[src/design/dec_pkg.sv]
// Shared types and constants for the double-ended queue.
// No dependencies; imported by double_ended_queue_top, dec_chk and the testbench.
package dec_pkg;

  localparam int unsigned WordW = 32;
  localparam int unsigned OccW  = 5;

  typedef enum logic [1:0] {
    FUNC_PUSH_FRONT = 2'd0,
    FUNC_PUSH_BACK  = 2'd1,
    FUNC_POP_FRONT  = 2'd2,
    FUNC_POP_BACK   = 2'd3
  } dec_func_e;

  typedef enum logic [1:0] {
    ST_OK        = 2'd0,
    ST_OVERFLOW  = 2'd1,
    ST_UNDERFLOW = 2'd2
  } dec_status_e;

  typedef enum logic {
    FSM_IDLE,
    FSM_READ
  } dec_fsm_e;

  typedef struct packed {
    dec_func_e                func;
    logic signed [WordW-1:0]  push_value;
  } dec_in_t;

  typedef struct packed {
    dec_status_e              status;
    logic signed [WordW-1:0]  popped_value;
    logic [OccW-1:0]          occupancy;
  } dec_out_t;

endpackage

[src/design/double_ended_queue_top.sv]
// Double-ended queue: words in a circular RAM, head index and count in flops.
// Push or refused op: result next cycle. Good pop: via RAM read reg, then output register.
// Throughput: one push per cycle unless stalled; no beat taken while a pop waits on the RAM.
// A new beat is taken only when the output register is empty or its beat leaves that cycle.
// Reset (async, active low) clears head, count, FSM and output valid.
// The RAM is not cleared; no entry is read before a push writes it.
module double_ended_queue_top
  import dec_pkg::*;
#(
  parameter int unsigned DEPTH = 16
) (
  input  logic     clk_i,
  input  logic     rst_ni,
  input  logic     in_valid_i,
  output logic     in_stall_o,
  input  dec_in_t  in_data_i,
  output logic     out_valid_o,
  input  logic     out_stall_i,
  output dec_out_t out_data_o
);

  localparam int unsigned AW = $clog2(DEPTH);
  localparam int unsigned CW = $clog2(DEPTH + 1);
  localparam int unsigned SW = AW + 1;
  localparam logic [AW-1:0] LastIdx = AW'(DEPTH - 1);
  localparam logic [SW-1:0] DepthS  = SW'(DEPTH);
  localparam logic [CW-1:0] DepthC  = CW'(DEPTH);

  dec_fsm_e        state_q, state_d;
  logic [AW-1:0]   head_q, head_d;
  logic [CW-1:0]   count_q, count_d;
  logic            out_valid_q, out_valid_d;
  dec_out_t        out_q, out_d;

  logic            in_fire;
  logic            is_pop;
  logic            full;
  logic            empty;
  logic [SW-1:0]   back_sum;
  logic [SW-1:0]   back_sum_m1;
  logic [AW-1:0]   back_slot;
  logic [AW-1:0]   last_slot;
  logic [AW-1:0]   front_prev;
  logic [AW-1:0]   head_next;
  logic [CW+OccW-1:0] occ_ext;

  logic            ram_we;
  logic [AW-1:0]   ram_waddr;
  logic            ram_re;
  logic [AW-1:0]   ram_raddr;
  logic [WordW-1:0] ram_rdata;

  assign in_fire = in_valid_i && !in_stall_o;
  assign is_pop  = (in_data_i.func == FUNC_POP_FRONT) || (in_data_i.func == FUNC_POP_BACK);
  assign full    = (count_q == DepthC);
  assign empty   = (count_q == '0);

  // Circular index arithmetic, one compare-and-wrap each
  assign back_sum    = SW'(head_q) + SW'(count_q);
  assign back_sum_m1 = back_sum - SW'(1);
  assign back_slot   = (back_sum >= DepthS) ? AW'(back_sum - DepthS) : AW'(back_sum);
  assign last_slot   = (back_sum_m1 >= DepthS) ? AW'(back_sum_m1 - DepthS) : AW'(back_sum_m1);
  assign front_prev  = (head_q == '0) ? LastIdx : head_q - AW'(1);
  assign head_next   = (head_q == LastIdx) ? '0 : head_q + AW'(1);

  // Next state
  always_comb begin
    state_d = state_q;
    unique case (state_q)
      FSM_IDLE: begin
        if (in_fire && is_pop && !empty) begin
          state_d = FSM_READ;
        end
      end
      FSM_READ: begin
        state_d = FSM_IDLE;
      end
      default: state_d = FSM_IDLE;
    endcase
  end

  // Datapath control and result build
  always_comb begin
    in_stall_o  = (state_q != FSM_IDLE) || (out_valid_q && out_stall_i);
    head_d      = head_q;
    count_d     = count_q;
    out_valid_d = out_valid_q && out_stall_i;
    out_d       = out_q;
    ram_we      = 1'b0;
    ram_waddr   = back_slot;
    ram_re      = 1'b0;
    ram_raddr   = head_q;
    occ_ext     = '0;
    unique case (state_q)
      FSM_IDLE: begin
        if (in_fire) begin
          out_d.status       = ST_OK;
          out_d.popped_value = '0;
          out_valid_d        = 1'b1;
          unique case (in_data_i.func) inside
            FUNC_PUSH_FRONT, FUNC_PUSH_BACK: begin
              if (full) begin
                out_d.status = ST_OVERFLOW;
              end else begin
                ram_we  = 1'b1;
                count_d = count_q + CW'(1);
                if (in_data_i.func == FUNC_PUSH_FRONT) begin
                  ram_waddr = front_prev;
                  head_d    = front_prev;
                end
              end
            end
            FUNC_POP_FRONT, FUNC_POP_BACK: begin
              if (empty) begin
                out_d.status = ST_UNDERFLOW;
              end else begin
                // popped word lands from the RAM next cycle
                ram_re      = 1'b1;
                out_valid_d = 1'b0;
                count_d     = count_q - CW'(1);
                if (in_data_i.func == FUNC_POP_FRONT) begin
                  head_d = head_next;
                end else begin
                  ram_raddr = last_slot;
                end
              end
            end
            default: ;
          endcase
          occ_ext         = {{OccW{1'b0}}, count_d};
          out_d.occupancy = occ_ext[OccW-1:0];
        end
      end
      FSM_READ: begin
        out_d.popped_value = ram_rdata;
        out_valid_d        = 1'b1;
      end
      default: ;
    endcase
  end

  // Control registers
  always_ff @(posedge clk_i or negedge rst_ni) begin
    if (!rst_ni) begin
      state_q     <= FSM_IDLE;
      head_q      <= '0;
      count_q     <= '0;
      out_valid_q <= 1'b0;
    end else begin
      state_q     <= state_d;
      head_q      <= head_d;
      count_q     <= count_d;
      out_valid_q <= out_valid_d;
    end
  end

  // Result payload register
  always_ff @(posedge clk_i) begin
    out_q <= out_d;
  end

  dec_ram #(
    .Width (WordW),
    .Depth (DEPTH)
  ) u_ram (
    .clk_i   (clk_i),
    .we_i    (ram_we),
    .waddr_i (ram_waddr),
    .wdata_i (in_data_i.push_value),
    .re_i    (ram_re),
    .raddr_i (ram_raddr),
    .rdata_o (ram_rdata)
  );

  assign out_valid_o = out_valid_q;
  assign out_data_o  = out_q;

endmodule

[src/design/dec_ram.sv]
// Generic single-clock RAM, one write and one read port, registered read.
// No package dependencies.
module dec_ram #(
  parameter int unsigned Width = 32,
  parameter int unsigned Depth = 16
) (
  input  logic                     clk_i,
  input  logic                     we_i,
  input  logic [$clog2(Depth)-1:0] waddr_i,
  input  logic [Width-1:0]         wdata_i,
  input  logic                     re_i,
  input  logic [$clog2(Depth)-1:0] raddr_i,
  output logic [Width-1:0]         rdata_o
);

  logic [Width-1:0] mem_q [Depth];
  logic [Width-1:0] rdata_q;

  // Write port and registered read port
  always_ff @(posedge clk_i) begin
    if (we_i) begin
      mem_q[waddr_i] <= wdata_i;
    end
    if (re_i) begin
      rdata_q <= mem_q[raddr_i];
    end
  end

  assign rdata_o = rdata_q;

endmodule

[config.mk]
export PLATFORM = sky130hd
export DESIGN_NAME = double_ended_queue_top
export DESIGN_NICKNAME = d
export VERILOG_FILES = /design/src/design/dec_pkg.sv /design/src/design/double_ended_queue_top.sv /design/src/design/dec_ram.sv
export SDC_FILE = /design/constraint.sdc
export NUM_CORES = 1
export LEC_CHECK = 0
export ABC_AREA = 1
export BUFFER_PORTS_ARGS = -buffer_cell sky130_fd_sc_hd__buf_2
export CAP_MARGIN = 20
export CORE_ASPECT_RATIO = 0.9
export CORE_MARGIN = 8
export CORE_UTILIZATION = 39
export CTS_CLUSTER_SIZE = 14
export DETAILED_ROUTE_END_ITERATION = 10
export MAX_ROUTING_LAYER = met4
export PLACE_DENSITY = 0.58
export SLEW_MARGIN = 25
export SYNTH_ARGS = -nofsm -noshare
export SYNTH_HDL_FRONTEND = slang
export SYNTH_SLANG_ARGS = --single-unit
export TNS_END_PERCENT = 10
[constraint.sdc]
create_clock -name clk_i -period 10.4 [get_ports clk_i]
set_input_delay 2.08 -clock clk_i [delete_from_list [all_inputs] [get_ports clk_i]]
set_output_delay 2.08 -clock clk_i [all_outputs]
set_load 0.005 [all_outputs]
After elaboration in Yosys (flattened, before gate mapping)
Memory sizes are Yosys's and may differ from the RTL's. A register that Yosys moved wholly into a read port is not among the register bits.
Cells that the tools add are included.
- mux-type cells: 43
- $add $sub $neg: 8
- equal/unequal tests: 10
- multiply operators: 0
- divide/modulo/power cells: 0
- reduce and logical (&&, ||, !) cells: 16
- magnitude comparators: 2
- shift operators: 0
- bitwise operators: 1
- operator list (cell ; number):
    4-bit 2-to-1 mux ; 18
    32-bit case mux with 2 select lines ; 1
    37-bit 2-to-1 mux ; 1
    1-bit 2-to-1 mux ; 15
    4-bit by 1-bit subtractor with 4-bit output, second input constant ; 3
    5-bit >= comparator, second input constant ; 2
    5-bit 2-to-1 mux ; 2
    2-bit inequality test, second input constant ; 5
    5-bit case mux with 2 select lines ; 1
    5-bit by 1-bit subtractor with 5-bit output, second input constant ; 2
    4-bit case mux with 2 select lines ; 1
    7-bit AND reduction ; 1
    4-bit by 5-bit adder with 5-bit output ; 1
    5-bit by 1-bit adder with 5-bit output, second input constant ; 1
    5-bit == test, second input constant ; 1
    5-bit zero test ; 1
    4-bit by 1-bit adder with 4-bit output, second input constant ; 1
    2-bit == test, second input constant ; 2
    4-bit == test, second input constant ; 1
    1-bit logical AND ; 4
    4-bit zero test ; 1
    1-bit case mux with 2 select lines ; 2
    2-bit case mux with 2 select lines ; 1
    2-bit OR reduction ; 2
    8 further kinds ; 10
- output and inout bits: 41
- memory bits (writable): 512
- bits in read-only memories: 0
- logic and storage cells: 88
- input bits: 38
- register bits: 50
- bits in latches: 0
- memories kept: 1
- memories (name ; words ; width ; rd ports ; clocked after Yosys merged registers in ; write ports ; RTL line ; text):
    u_ram.mem_q ; 16 ; 32 ; 1 ; 1 ; 1 ; dec_ram.sv:16 ; logic [Width-1:0] mem_q [Depth];

Logic depth before layout (Yosys ltp)
- depth after elaboration: 9
- gate-level depth with buffers: 14
- depth with buffers taken out: 12

Cells and area by module
From an unflattened synthesis, not the netlist that was laid out.
- cells, all modules: 2421
- area, all modules: 25723.4 sq um
- by module, submodules not included (module ; area each (sq um) ; times used ; cells an instance ; sequential area each (sq um)):
    dec_ram ; 23050.9 ; 1 ; 2120 ; 16335.7
    double_ended_queue_top ; 2672.6 ; 1 ; 301 ; 1446.4

Least setup slack after synthesis
Ideal clock, no wire load.
- path type: input -> register
- start: input out_stall_i
- end: memory u_ram.mem_q[10][0], enable pin
- setup slack: 5.536 ns
- path buffers: 0
- arrival time: 4.443 ns
- required time: 9.979 ns
- stages on the path: 8
- library setup time: 0.421 ns
- cells stage by stage: nand2_1 nand3_4 nor2_1 nand2_1 or2_2 o21ai_0 nand3_1 nor2_1
- word-level cells in the longest chain between the ends: 8
- elaborated cells on any way between the ends: 10
- those cells by class: 6 x mux; 4 x reduce/logical
- ends and longest elaborated chain (item ; RTL line ; text):
    start, declared ; double_ended_queue_top.sv:18 ; input logic out_stall_i,
    1-bit logical AND (*) ; double_ended_queue_top.sv:84 ; in_stall_o = (state_q != FSM_IDLE) || (out_valid_q && out_stall_i);
    1-bit logical OR (*) ; double_ended_queue_top.sv:84 ;
    1-bit zero test (*) ; double_ended_queue_top.sv:53 ; assign in_fire = in_valid_i && !in_stall_o;
    1-bit logical AND (*) ; double_ended_queue_top.sv:53 ;
    1-bit 2-to-1 mux ; double_ended_queue_top.sv:96 ; if (in_fire) begin
    1-bit 2-to-1 mux ; double_ended_queue_top.sv:94 ; unique case (state_q)
    1-bit 2-to-1 mux ; dec_ram.sv:21 ; if (we_i) begin
    1-bit 2-to-1 mux (implied by the code) ; dec_ram.sv:22 ; mem_q[waddr_i] <= wdata_i;
    end, declared ; dec_ram.sv:16 ;
Every way passes the cells marked *; elsewhere a longest branch is shown, timed or not.

Worst setup path in the final report
- start: input out_stall_i
- end: register u_ram.rdata_q[1], in the netlist u_ram.rdata_o[1] (read register of u_ram.mem_q), data pin
- word-level cells in the longest chain between the ends: 6
- elaborated cells on any way between the ends: 8
- those cells by class: 4 x mux; 4 x reduce/logical
- ends and longest elaborated chain (item ; RTL line ; text):
    1-bit logical AND (*) ; double_ended_queue_top.sv:84 ;
    1-bit logical OR (*) ; double_ended_queue_top.sv:84 ;
    1-bit zero test (*) ; double_ended_queue_top.sv:53 ;
    1-bit logical AND (*) ; double_ended_queue_top.sv:53 ;
    4-bit 2-to-1 mux or 1-bit 2-to-1 mux (tied branches) ; double_ended_queue_top.sv:96 ;
    4-bit 2-to-1 mux or 1-bit 2-to-1 mux (tied branches) ; double_ended_queue_top.sv:94 ;
    end, declared ; dec_ram.sv:17 ; logic [Width-1:0] rdata_q;
Marks and branches as above.
A chain may end at the register's enable or synchronous reset.

==> impl_summary.txt <==
----------------------------------------------------
[Place]
  Placed inst area ... between 20000 and 30000 sq um
  Number of I/O port buffers ... slightly below 80
  Last weighted congestion value of the routability-driven placer ... 0.777
  Detailed Place HPWL ... around 33000 um
  Post-Place Setup Slack ... between 4 and 5 ns

[Global routing]
  Initial antenna violation count ... 1
  Global route total overflow ... 0
  Total routing usage reported by global routing ... 0.184
  First-pass GRT wire length ... ~100000 um
  Pin count of the biggest net entering global routing ... approximately 140
  Via count of the first global-routing pass ... 16900

[Power]
  Power density over cell area ... 274 nW/um^2
  Maximum ir drop on the vdd rail ... around 140 uV
  Static leakage power ... between 10 and 15 nW

[Clock network]
  TritonCTS clock tree ... built
  Total setup buffers inserted after CTS ... 0
  H-tree depth ... 3
  Inserted Clock Buffers ... 68
  Reg clk slew, reported paths ... 0.06 ns
  Resize count post-CTS ... 0
  TritonCTS sink count ... a little under 600
  Number of buffers inserted by hold repair at cts ... 0
  Cell chosen for the clock root ... clkbuf_16
  Clock insertion delay at the later pin of the skew report ... 0.60 ns
  Maximum root-to-sink buffer count ... 3

[Final layout]
  Area growth from synthesis to final layout ... 13.0%
  Final Cell Area ... 29300 sq um
  Fraction of layout instances using a drive strength above 1 ... 0.0950
  # nets final ... 2471

[Yosys]
  Ys flop type ... edfxtp_1
  Flop and latch count out of synthesis ... between 500 and 600
  Mean area per synthesized cell ... approximately 11 sq um
  Syn Std Cell Area ... approximately 26000 sq um
  Most frequent cell after synthesis ... edfxtp_1
  Mapped Nets ... 2415
  Number of enable-type register cells in the synthesized netlist ... 583
  Library cells used by synthesis ... 32
  Count of yosys warnings during synthesis ... 0
  Synth area leaders ... edfxtp_1 (67%), nand3_1 (10%), inv_1 (6.8%)
  Most instantiated cells after synthesis ... edfxtp_1 (583), nand3_1 (527), inv_1 (472)
  Fraction of post-synthesis cell area in the top cell type by area ... 0.675
  Largest area contributor in the netlist ... edfxtp_1
  Share of flip-flops with an asynchronous set or reset ... 0.0185
  Post-synthesis cell count ... approximately 2400
  Sequential area share after synthesis ... 0.685

[Setup path]
  CP endpoint kind ... flip-flop
  Capturing instance or port of the critical path ... u_ram.rdata_o[1]
  Crit Path Category ... in2reg
  Worst r2r dst ... u_ram.rdata_o[10]
  Critical Path Max Stage Delay ... about 0.96 ns
  Worst setup SP type ... input port
  FF-to-FF setup slack ... roughly 6.3 ns
  Reg-to-reg startpoint ... head_q[0]
  Max stage delay cell, worst path ... nand2_8
  Arrival time of data at the critical path endpoint ... 5.50 ns
  Top fanout value on the critical path ... between 100 and 150
  Launch point of the worst path ... out_stall_i
  Endpoint required time on the critical path ... roughly 11 ns
  R2r worst-path depth ... 13
  Sequence of cells on the critical path ... buf_2 > nand2_1 > nand3_4 > nor2_4 > nand4_4 > nand2_8 > buf_4 > nand2_1 > nand3_1 > nand3_1 > nand3_1 > nand2_1

[Floorplanning]
  Die height ... 261 um
  # rows ... 89
  Initial Util ... 0.395
  Core Region ... approximately 66000 sq um
  Overall die area ... between 70000 and 80000 sq um
  Horizontal die dimension ... 288 um
  Num ports ... ~80

[Hold path]
  Cell count of the worst hold path ... 2
  Min-Delay Path Class ... reg2reg

[STA]
  Max-slew violations ... 0
  Fin. Hold Viols ... 0
  Maximum clock frequency ... between 150 and 200 MHz
  PnR worst setup slack ... 5.24 ns
  Rel. slew slack ... 0.283
  Final worst hold slack ... roughly 0.50 ns
  Worst-Margin Slew ... 1.07 ns
  Setup TNS ... 0 ns
  Final setup violation count ... 0
  Clock period minus final worst setup slack ... a little over 5 ns
  Unrepaired setup endpoints after global routing ... no
  Setup Skew ... around 0.026 ns
  Final Cycle Share ... 0.496

[Drt]
  Drt first pass iters ... 6
  Aggregate routed wire length ... 66700 um
  Number of nets with antenna violations after routing ... 0
  Via density per instance ... about 5.1
  WL per Instance ... ~20 um
  Residual DRC ... 0
  Vias post-DR ... 17000
  First DRT Iteration DRCs ... about 1700

[Job]
  Number of max-cap violations ... 0

[Run status]
  Status ... complete, no violations

----------------------------------------------------
[layer usage]
| layer | GRT usage | up-vias | wire [um] |
|---|---|---|---|
| met3 | 0.0324 | 112 | 4370 |
| met5 | - | - | 0 |
| met1 | 0.240 | 8353 | 29700 |
| li1 | - | 7948 | - |
| met4 | 0.0512 | 0 | 1630 |
| met2 | 0.294 | 574 | 31000 |
[how the worst min path moves through the flow]
stage                     slack [ns]             end         startpoint
after global placement          0.49  out_data_o[34]  u_ram.rdata_o[29]
final                           0.50  out_data_o[30]  u_ram.rdata_o[25]
after global routing            0.53  out_data_o[36]  u_ram.rdata_o[31]
after floorplan                 0.48  out_data_o[35]  u_ram.rdata_o[30]
after detailed placement        0.50  out_data_o[36]  u_ram.rdata_o[31]
after CTS                       0.50  out_data_o[30]  u_ram.rdata_o[25]
[where the power goes]
group	switching [mW]	internal (mW)	leakage, nW
Sequential	0.0854	2.95	5.43
Combinational	1.92	0.759	5.70
Clock	0.928	1.37	1.01
[stage by stage]
step	utilization	std cells	power (mW)
floorplan	-	2367	4.91
global placement	0.414	3216	5.70
detailed placement	0.414	3217	5.78
CTS	0.446	3327	8.09
global route	0.446	3328	8.46
finish	0.446	3328	8.02
[sequential cells by signal, indices dropped and copies added, names as in the netlist]
name,flops
state_q,1
u_ram.mem_q,512
head_q,4
count_q,5
u_ram.rdata_o,32
out_valid_o,1
out_data_o,39
[worst max-delay path, delay by kind of cell]
kind	cells	cell delay, ns
and+or+nand+nor	10	2.45
buffers and inverters	2	0.83
[cells in the final DEF (no fill, tap or decap), types with 9 or more instances in the layout]
cell type | netlist | routed
o21ai_0 | 15 | 15
inv_1 | 472 | 472
dfrtp_1 | 11 | 10
nand2_1 | 464 | 460
clkinv_1 | 0 | 11
edfxtp_1 | 583 | 583
nand3_1 | 527 | 527
nand3b_1 | 95 | 95
buf_4 | 25 | 32
clkbuf_1 | 29 | 14
buf_2 | 64 | 78
clkbuf_16 | 0 | 70
nor2_4 | 2 | 19
ha_1 | 9 | 9
[cell families after synthesis]
group | synth area share
fa+ha+maj | 0.00511
compound gates | 0.00506
flops | 0.685
buf+inv | 0.0946
xor+xnor | 0.00473
simple gates | 0.205
[cell type report]
type                       count  area (sq um)
antenna                        1          2.50
clock buffer                  84          1800
clock inverter                26           285
fill                        6010         36400
inverter                     475          1780
multi-input combinational   1172          5900
sequential                   594         17800
tap                          864          1080
timing repair buffer         112           669
Power figures use the tool's default switching activity.
